[src/ffa_pkg.sv]
// Shared types and constants of the first-fit extent allocator.
// Holds the request/result payloads, the extent record, the controller
// states and the controller-to-datapath command and status groups.
package ffa_pkg;

    localparam int DEF_MAX_EXTENTS = 64;
    localparam int ALIGN_BYTES     = 16;
    localparam int MIN_BLOCK       = 16;
    localparam int HDR_BYTES       = 8;

    localparam logic [63:0] RESET_BASE  = 64'hFFFF_8100_0000_0000;
    localparam logic [32:0] RESET_BYTES = 33'd1048576;
    localparam logic [32:0] HEAP_LIMIT  = 33'h1_0000_0000;

    localparam logic [2:0] ST_OK        = 3'd0;
    localparam logic [2:0] ST_ZERO_REQ  = 3'd1;
    localparam logic [2:0] ST_NO_MEM    = 3'd2;
    localparam logic [2:0] ST_BAD_FREE  = 3'd3;
    localparam logic [2:0] ST_TBL_FULL  = 3'd4;

    localparam logic CMD_ALLOC = 1'b0;
    localparam logic CMD_FREE  = 1'b1;

    localparam logic CFG_HEAP_BASE  = 1'b0;
    localparam logic CFG_HEAP_BYTES = 1'b1;

    typedef struct packed {
        logic        cmd;
        logic [31:0] req_size;
        logic [63:0] user_addr;
        logic [63:0] header_size;
    } req_t;

    typedef struct packed {
        logic [2:0]  status;
        logic [63:0] granted_addr;
        logic [32:0] granted_bytes;
    } rsp_t;

    typedef struct packed {
        logic [31:0] off;
        logic [32:0] len;
    } ext_t;

    typedef enum logic [4:0] {
        OP_NONE,
        OP_INIT,
        OP_ACCEPT,
        OP_FCHK1,
        OP_FCHK2,
        OP_READ_IDX,
        OP_ADVANCE,
        OP_ALLOC_TAKE,
        OP_FREE_EVAL,
        OP_SCAN_END,
        OP_FREE_MERGE,
        OP_INS_START,
        OP_RM_READ,
        OP_RM_WRITE,
        OP_RM_DONE,
        OP_INS_READ,
        OP_INS_WRITE,
        OP_INS_DONE,
        OP_FAIL_ZERO,
        OP_FAIL_OOM,
        OP_FAIL_INV,
        OP_FAIL_FULL,
        OP_PUBLISH
    } dp_op_t;

    typedef enum logic [3:0] {
        S_INIT,
        S_IDLE,
        S_DISPATCH,
        S_FCHK2,
        S_FCHECK,
        S_SCAN_RD,
        S_SCAN_EV,
        S_FREE_DEC,
        S_RM_RD,
        S_RM_WR,
        S_INS_RD,
        S_INS_WR,
        S_DONE
    } state_t;

    typedef struct packed {
        dp_op_t op;
        logic   idle;
    } ctl_cmd_t;

    typedef struct packed {
        logic is_free;
        logic req_zero;
        logic chk_bad;
        logic idx_end;
        logic fit;
        logic split;
        logic precedes;
        logic overlap;
        logic join_prev;
        logic join_next;
        logic full;
        logic rm_end;
        logic ins_end;
        logic out_free;
    } dp_stat_t;

endpackage

[src/ffa_ctrl.sv]
// Sequencing state machine of the extent allocator.
// Depends on ffa_pkg; drives datapath commands from datapath status.
module ffa_ctrl (
    input  logic               clk,
    input  logic               rst_n,
    input  logic               in_valid,
    input  ffa_pkg::dp_stat_t  stat,
    output ffa_pkg::ctl_cmd_t  cmd
);
    import ffa_pkg::*;

    state_t state_reg;
    state_t state_next;

    always_ff @(posedge clk or negedge rst_n)
    begin
        if (!rst_n)
        begin
            state_reg <= S_INIT;
        end
        else
        begin
            state_reg <= state_next;
        end
    end

    always_comb
    begin
        state_next = state_reg;
        cmd.op     = OP_NONE;
        cmd.idle   = 1'b0;
        unique case (state_reg)
            S_INIT:
            begin
                cmd.op     = OP_INIT;
                state_next = S_IDLE;
            end
            S_IDLE:
            begin
                cmd.idle = 1'b1;
                if (in_valid)
                begin
                    cmd.op     = OP_ACCEPT;
                    state_next = S_DISPATCH;
                end
            end
            S_DISPATCH:
            begin
                if (stat.is_free)
                begin
                    cmd.op     = OP_FCHK1;
                    state_next = S_FCHK2;
                end
                else if (stat.req_zero)
                begin
                    cmd.op     = OP_FAIL_ZERO;
                    state_next = S_DONE;
                end
                else
                begin
                    state_next = S_SCAN_RD;
                end
            end
            S_FCHK2:
            begin
                cmd.op     = OP_FCHK2;
                state_next = S_FCHECK;
            end
            S_FCHECK:
            begin
                if (stat.chk_bad)
                begin
                    cmd.op     = OP_FAIL_INV;
                    state_next = S_DONE;
                end
                else
                begin
                    state_next = S_SCAN_RD;
                end
            end
            S_SCAN_RD:
            begin
                if (stat.idx_end)
                begin
                    if (stat.is_free)
                    begin
                        cmd.op     = OP_SCAN_END;
                        state_next = S_FREE_DEC;
                    end
                    else
                    begin
                        cmd.op     = OP_FAIL_OOM;
                        state_next = S_DONE;
                    end
                end
                else
                begin
                    cmd.op     = OP_READ_IDX;
                    state_next = S_SCAN_EV;
                end
            end
            S_SCAN_EV:
            begin
                if (stat.is_free)
                begin
                    cmd.op     = OP_FREE_EVAL;
                    state_next = stat.precedes ? S_SCAN_RD : S_FREE_DEC;
                end
                else if (stat.fit)
                begin
                    cmd.op     = OP_ALLOC_TAKE;
                    state_next = stat.split ? S_DONE : S_RM_RD;
                end
                else
                begin
                    cmd.op     = OP_ADVANCE;
                    state_next = S_SCAN_RD;
                end
            end
            S_FREE_DEC:
            begin
                if (stat.overlap)
                begin
                    cmd.op     = OP_FAIL_INV;
                    state_next = S_DONE;
                end
                else if (stat.join_prev && stat.join_next)
                begin
                    // The merged extent absorbs its right neighbor, which is then removed.
                    cmd.op     = OP_FREE_MERGE;
                    state_next = S_RM_RD;
                end
                else if (stat.join_prev || stat.join_next)
                begin
                    cmd.op     = OP_FREE_MERGE;
                    state_next = S_DONE;
                end
                else if (stat.full)
                begin
                    cmd.op     = OP_FAIL_FULL;
                    state_next = S_DONE;
                end
                else
                begin
                    cmd.op     = OP_INS_START;
                    state_next = S_INS_RD;
                end
            end
            S_RM_RD:
            begin
                if (stat.rm_end)
                begin
                    cmd.op     = OP_RM_DONE;
                    state_next = S_DONE;
                end
                else
                begin
                    cmd.op     = OP_RM_READ;
                    state_next = S_RM_WR;
                end
            end
            S_RM_WR:
            begin
                cmd.op     = OP_RM_WRITE;
                state_next = S_RM_RD;
            end
            S_INS_RD:
            begin
                if (stat.ins_end)
                begin
                    cmd.op     = OP_INS_DONE;
                    state_next = S_DONE;
                end
                else
                begin
                    cmd.op     = OP_INS_READ;
                    state_next = S_INS_WR;
                end
            end
            S_INS_WR:
            begin
                cmd.op     = OP_INS_WRITE;
                state_next = S_INS_RD;
            end
            S_DONE:
            begin
                if (stat.out_free)
                begin
                    cmd.op     = OP_PUBLISH;
                    state_next = S_IDLE;
                end
            end
            default:
            begin
                state_next = S_IDLE;
            end
        endcase
    end

endmodule

[config.mk]
export PLATFORM = sky130hd
export DESIGN_NAME = ffa_ctrl
export DESIGN_NICKNAME = d
export VERILOG_FILES = /design/src/ffa_pkg.sv /design/src/ffa_ctrl.sv
export SDC_FILE = /design/constraint.sdc
export NUM_CORES = 1
export LEC_CHECK = 0
export BUFFER_PORTS_ARGS = -buffer_cell sky130_fd_sc_hd__buf_2
export CAP_MARGIN = 10
export CORE_MARGIN = 10
export CORE_UTILIZATION = 50
export CTS_CLUSTER_DIAMETER = 150
export CTS_CLUSTER_SIZE = 8
export DETAILED_ROUTE_END_ITERATION = 8
export GPL_ROUTABILITY_DRIVEN = 1
export GPL_TIMING_DRIVEN = 1
export PLACE_DENSITY = 0.82
export SLEW_MARGIN = 20
export SYNTH_ARGS = -nofsm -noshare
export SYNTH_HDL_FRONTEND = slang
export SYNTH_SLANG_ARGS = --single-unit
[constraint.sdc]
create_clock -name clk -period 3.9 [get_ports clk]
set_input_delay 0.78 -clock clk [delete_from_list [all_inputs] [get_ports clk]]
set_output_delay 0.78 -clock clk [all_outputs]
set_load 0.1 [all_outputs]
==> impl_metrics.toml, run 1 <==
[timing]
clock_skew_ps = 4.879
drv_slew = 0
fmax_mhz = 323.5
finalHoldViolations = 0
finalCritPeriodShare_pct = 79.27
maxSlewHeadroom_pct = 50.80
setup_viol = 0
rsz0062_at_grt = "no"
worstMarginPinSlew_ps = 738.1
fin_crit_ps = 3091

[synthesis]
yosys.area_share.simple_pct = 36.67
syn_avg_cell_area_sq_um = 7.150
synth_area_leaders = "dfrtp_1 13%, a21oi_1 7.3%, nor2_1 5.0%"
synth_top_family_by_area = "simple AND/OR/NAND/NOR gates"
ys_seq_area_share_pct = 13.33
ys_top_cells_by_count = "11 x a21oi_1, 10 x nor2_1, 7 x buf_2"
synth_cells = 105
yosysTopAreaCell = "dfrtp_1"
synth_mux_area_share_pct = 4.167
synth_top_area_share_pct = 13.33
synth-compound-area-share_pct = 36.17
ys_seq_elements = 4
dominantRegCellSynth = "dfrtp_1"
yosys.area_share.adder_pct = 0
synth_cell_types = 41
synth_xor_area_share_pct = 0
ys_async_sr_fraction_pct = 100.0
syn-cell-area_sq_um = 750.7
ys_warn_count = 0
synth_nets = 122
yosysMostFrequentCell = "a21oi_1"
synth_edf_count = 0

[worst_setup_path]
path_class = "primary input to primary output"
cp.required_ps = 3120
critPathTopFamily = "buffers and inverters"
worstPathArrival_ps = 2310
worst-path-max-fanout = 4
cpPeakStageDelay_ps = 490
critPathSlowestCell = "or3b_2"
path_cells = "buf_2 -> or3b_2 -> a21oi_1 -> o21ai_0 -> o311ai_1 -> buf_2"
worst_path_most_repeated_cell = "buf_2"
crit_path_end_kind = "primary output"
critPathBufInv = 2
critPathLaunchType = "primary input"

[flow_run]
drv_cap = 0

[global_routing]
grt-ovfl-total = 0
grt_pass1_wl_microns = 3815
grt_max_degree = 28
first_global_vias = 887
grt_antenna_before_repair = 0
track_usage_pct = 13.57

[die]
die_h_microns = 58.75
die_x_microns = 58.75
start_util_pct = 55.61
dieArea_sq_mm = 0.003452
ios = 23
fp-row-count = 13
core-area_sq_mm = 0.001350

[status]
outcome = "finished clean"

[cells_and_area]
final_util_pct = 62.93
antennaDiodeCount = 0
final_layout_size_suffix_gt1_share_pct = 26.45
largest_reg_flops = 4
fin_nets = 140
area_delta_synth_final_pct = 13.17

[drt]
wl_met2_microns = 1084
drtAntennaViolNets = 0
num_vias = 897
drc = 0
wl_per_cell_microns = 16.50
firstDrtPassIters = 4
wl_met1_microns = 951
routed.top_layer = "met4"
vias_per_cell = 6.596
met3WireLength_microns = 174
drt-initial-drc-count = 31
totalWireLength_microns = 2244

[placement]
port_buffers = 22
globalplace.congestion = 0.8224
hpwlAfterDp_microns = 1695

[clock_network]
cts_setup_buffers = 0
htree_levels = 1
cts_buffers = 3
clock-root-buffer = "clkbuf_4"
cts_buffer_depth = 2
cts_tree = "built"
cts.repair.resized = 0
cts.hold.buffers_added = 0
clock-sinks = 4
clkTransAtPathRegs_ps = 40
clock_latency_ps = 240

[min_path]
hp-class = "primary input to async pin"
==> cell families after synthesis <==
family | after synthesis
DFF | 4
AOI/OAI and AO/OA | 40
muxes | 3
buffers and inverters | 12
and+or+nand+nor | 46
==> worst register-to-register path: stages, from the launching register on <==
cell and delay (ps):
dfrtp_1 810, nor2_1 170, and4b_1 240, or4_1 480
==> cell usage in the layout, fill, tap and decap left out, types with 2 or more instances in the layout <==
cell,instances
nand2b_1,3
mux2i_1,2
or3b_1,3
a2bb2oi_1,3
o21a_1,3
or3b_2,2
a31oi_1,3
a211o_1,2
o21ai_0,4
inv_1,2
buf_2,22
and3_1,2
nor2b_1,4
nand2_1,6
clkbuf_4,3
o22ai_1,2
nor2_1,10
a21o_1,2
a21oi_1,11
o311ai_1,2
nor3_1,5
o221ai_1,2
dfrtp_1,4
==> cell type report <==
cell class              instances  area [sq um]
inverters                       2         7.507
fillers                       135         500.5
well taps                      15         18.77
clock buffers                   3         22.52
flip-flops and latches          4         100.1
repair buffers                 23         117.6
multi-input cells              89         583.1
==> per-stage QoR <==
step / TNS, ps / instance area [sq um] / setup slack [ps] / hold WS [ps] / std cells
6_report: 0 / 849.6 / 808.6 / 331.2 / 136
5_1_grt: 0 / 849.6 / 648.9 / 315.1 / 136
3_3_place_gp: 0 / 827.0 / 851.5 / 582.5 / 133
3_5_place_dp: 0 / 827.0 / 816.6 / 587.8 / 133
4_1_cts: 0 / 849.6 / 810.3 / 326.4 / 136
2_1_floorplan: -211.9 / 755.7 / -211.9 / 484.4 / 105
==> final timing paths <==
kind	start	endpoint	slack [ps]	depth (start not counted)
hold reg to reg	state_reg[3]	state_reg[0]	820	3
min in group clk	state_reg[3]	state_reg[0]	820	3
setup / recovery	stat[4]	cmd[5]	810	6
max in group asynchronous	rst_n	state_reg[0]	3450	1
hold / removal	rst_n	state_reg[3]	330	1
setup reg to reg	state_reg[0]	state_reg[2]	2060	3
==> routing by layer <==
layer	track usage (%)	up-vias
li1	-	433
met3	4.721	4
met2	21.77	45
met4	6.885	0
met5	0	-
met1	15.46	415
Power of run 1 is left out: the tool's default activity adds up to more than one toggle a clock period on the data nets, which glitch-free logic cannot reach.
==> inputs of run 2 (changes only) <==
clock period = 3 ns   (was 3.9 ns; I/O delays follow)
==> impl_metrics.toml, run 2 (same netlist as run 1, synthesis figures left out) <==
[timing]
finalCritPeriodShare_pct = 94.00
fin_crit_ps = 2820
setup_viol = 0
rsz0062_at_grt = "no"
clock_skew_ps = 0.5103
maxSlewHeadroom_pct = 53.44
worstMarginPinSlew_ps = 698.3
fmax_mhz = 354.6
setup_slack_ps = 180.0
finalHoldViolations = 0
drv_slew = 0

[global_routing]
track_usage_pct = 13.97
grt-ovfl-total = 0
grt_pass1_wl_microns = 4029
grt_antenna_before_repair = 0
grt_max_degree = 26
first_global_vias = 904

[cells_and_area]
multi_input_area_sq_um = 601.8
fill_cells = 131
final_util_pct = 67.66
final-seq-area_sq_um = 100.1
layout_common_cells = "20 x buf_2, 11 x a21oi_1, 10 x nor2_1, 6 x nand2_1"
final_cells = 138
area_delta_synth_final_pct = 21.67
layout_commonest_cell = "buf_2"
final_layout_size_suffix_gt1_share_pct = 30.08
final_cell_area_sq_um = 913.4
largest_reg_flops = 4
antennaDiodeCount = 0
fin_nets = 142

[clock_network]
cts.repair.resized = 0
clock-root-buffer = "clkbuf_4"
cts_setup_buffers = 0
cts_buffer_depth = 2
cts_buffers = 3
cts.hold.buffers_added = 0
clock-sinks = 4
clkTransAtPathRegs_ps = 40
htree_levels = 1
cts_tree = "built"
clock_latency_ps = 240

[worst_setup_path]
cpPeakStageDelay_ps = 780
critPathBufInv = 1
critPathSlowestCell = "dfrtp_1"
path_class = "register to primary output"
path_cells = "and2b_1 -> and3_1 -> a21oi_1 -> o221ai_2 -> buf_2"
r2r-start = "state_reg[3]"
cp.required_ps = 2400
crit_start = "state_reg[1]"
worstPathArrival_ps = 2220
critPathLaunchType = "register"
worst-path-max-fanout = 25
crit_path_end_kind = "primary output"
critPathTopFamily = "flip-flops"

[drt]
wl_per_cell_microns = 16.79
totalWireLength_microns = 2317
drt-initial-drc-count = 38
vias_per_cell = 6.558
drtAntennaViolNets = 0
num_vias = 905
firstDrtPassIters = 4
drc = 0

[die]
fp-row-count = 13
ios = 23
die_h_microns = 58.75
core-area_sq_mm = 0.001350
die_x_microns = 58.75
start_util_pct = 55.61
dieArea_sq_mm = 0.003452

[placement]
hpwlAfterDp_microns = 1798
port_buffers = 22
place_ws_ps = 416.5
placed_area_sq_um = 890.9
dp_cells = 135
globalplace.congestion = 0.8646

[flow_run]
drv_cap = 0

[status]
outcome = "finished clean"

[min_path]
hp-class = "primary input to async pin"
## run 2: cell types whose count changed in the layout (fill, tap and decap cells not counted), sizes merged
| cell | before | now |
|---|---|---|
| buf | 23 | 25 |
## run 2: path summary, 6_finish.rpt
path	end	slack (ps)	cells after the start
min	state_reg[1]	160	1
max	cmd[4]	180	5
max reg2reg	state_reg[2]	1150	4
max in group asynchronous	state_reg[3]	2720	1
min reg2reg	state_reg[0]	770	3
min in group clk	state_reg[1]	740	3
## run 2: routing by layer
layer | up-vias | track usage (%) | routed length, microns
met4 | 0 | 3.279 | 12
met2 | 45 | 23.12 | 1145
li1 | 438 | - | -
met3 | 2 | 4.292 | 162
met5 | - | 0 | 0
met1 | 420 | 17.07 | 995
## run 2: final cells by class
type	instances	share of cell area, %
Multi-Input combinational cell	89	65.89
Timing Repair Buffer	25	17.81
Sequential cell	4	10.96
Inverter	2	0.8219
Tap cell	15	2.055
Clock buffer	3	2.466
## run 2: worst register-to-register path, delay by kind of cell (launching register included)
kind / cells / cell delay [ps]
and+or+nand+nor: 3 / 840
DFF: 1 / 630
buffers and inverters: 1 / 260
## run 2: metrics by stage
step	hold slack (ps)	setup TNS, ps
2_1_floorplan	304.4	-801.4
3_3_place_gp	403.8	0
3_5_place_dp	408.5	0
4_1_cts	156.1	0
5_1_grt	149.0	0
6_report	160.1	0
Power of run 2 is left out for the same reason.
==> inputs of run 3 (changes only) <==
BUFFER_PORTS_ARGS = not set   (was -buffer_cell sky130_fd_sc_hd__buf_2)
DONT_BUFFER_PORTS = 1   (was not set)
HOLD_SLACK_MARGIN = 0.15   (was not set)
PLACE_DENSITY = 0.69   (was 0.82)
==> impl_metrics.toml, run 3 (same netlist as run 1, synthesis figures left out) <==
[timing]
drv_slew = 0
whs_ps = 644.1
worstMarginPinSlew_ps = 1085
maxSlewHeadroom_pct = 27.51
rsz0062_at_grt = "no"
setup-tns-final_ps = 0
finalHoldViolations = 0
fmax_mhz = 360.1
finalCritPeriodShare_pct = 92.56
clock_skew_ps = 0.03084
setup_viol = 0
fin_crit_ps = 2777

[global_routing]
grt_util_met2_pct = 21.02
grt_antenna_before_repair = 0
first_global_vias = 802
use_met3_pct = 3.863
busiest_layer = "met2"
grt-ovfl-total = 0
track_usage_pct = 13.59
grt_pass1_wl_microns = 3815
grt_max_degree = 23
grtUsageMet1_pct = 17.33

[cells_and_area]
final_layout_size_suffix_gt1_share_pct = 20.37
fin_nets = 127
largest_reg_flops = 4
layout_common_cells = "11 x a21oi_1, 10 x nor2_1, 8 x buf_4, 6 x nand2_1"
antennaDiodeCount = 0
final_cells = 123
fill_cells = 121
area_delta_synth_final_pct = 18.33
layout_commonest_cell = "a21oi_1"
final_cell_area_sq_um = 888.4

[placement]
placed_area_sq_um = 855.8
globalplace.congestion = 0.8928
hpwlAfterDp_microns = 1700
dp_cells = 119
port_buffers = 0

[drt]
drtAntennaViolNets = 0
num_vias = 826
wl_per_cell_microns = 18.00
vias_per_cell = 6.715
totalWireLength_microns = 2214
drt-initial-drc-count = 25
firstDrtPassIters = 4
drc = 0

[worst_setup_path]
crit_path_end_kind = "primary output"
worst-path-max-fanout = 19
critPathLaunchType = "register"
path_class = "register to primary output"
worstPathArrival_ps = 2180
cp.required_ps = 2400
crit_start = "state_reg[3]"
r2r-start = "state_reg[3]"

[die]
fp-row-count = 13
ios = 23
die_h_microns = 58.75
dieArea_sq_mm = 0.003452
die_x_microns = 58.75
core-area_sq_mm = 0.001350
start_util_pct = 55.61

[clock_network]
clock_latency_ps = 230
htree_levels = 1
cts_setup_buffers = 0
clkTransAtPathRegs_ps = 30
clock-sinks = 4
cts.hold.buffers_added = 1
clock-root-buffer = "clkbuf_4"
cts_buffer_depth = 2
cts_tree = "built"
cts.repair.resized = 0
cts_buffers = 3

[status]
outcome = "finished clean"

[min_path]
hp-class = "primary input to async pin"

[flow_run]
drv_cap = 0
run 3: cell count changes in the layout (fill, tap and decap cells not counted), sizes merged:
cell	before	now
clkbuf	3	4
dlygate4sd3	0	1
buf	25	8
run 3: critical path, stage by stage, from the launching register on:
cell,delay (ps)
dfrtp_1,690
nand3b_1,240
a21oi_1,60
o21ai_0,470
o311ai_4,480
run 3: metal layers:
layer  vias up  wire [microns]
li1        409               -
met1       375             943
met2        38            1032
met3         4             219
met4         0              19
met5         -               0
run 3: worst paths after layout:
path                                endpoint  slack [ps]  depth (start not counted)
max in group asynchronous       state_reg[3]        2190                          1
worst min register to register  state_reg[3]         750                          2
min in group clk                state_reg[1]         660                          2
worst max-delay path                  cmd[3]         220                          4
worst min-delay path            state_reg[2]         640                          1
worst max register to register  state_reg[2]        1160                          3
run 3: stage by stage:
| stage | util [%] | setup slack [ps] |
|---|---|---|
| after floorplan | - | -751.9 |
| after global placement | 63.39 | 478.9 |
| after detailed placement | 63.39 | 462.2 |
| after CTS | 65.80 | 214.7 |
| after global routing | 65.80 | 71.84 |
| final | 65.80 | 223.1 |
run 3: layout make-up:
cell class                      instances  area (sq um)  share of cell area (%)
Timing Repair Buffer                   10         95.09                   10.70
Sequential cell                         4         100.1                   11.27
Multi-Input combinational cell         89         644.4                   72.54
Inverter                                2         7.507                  0.8451
Clock buffer                            3         22.52                   2.535
Tap cell                               15         18.77                   2.113
Power of run 3 is left out for the same reason.
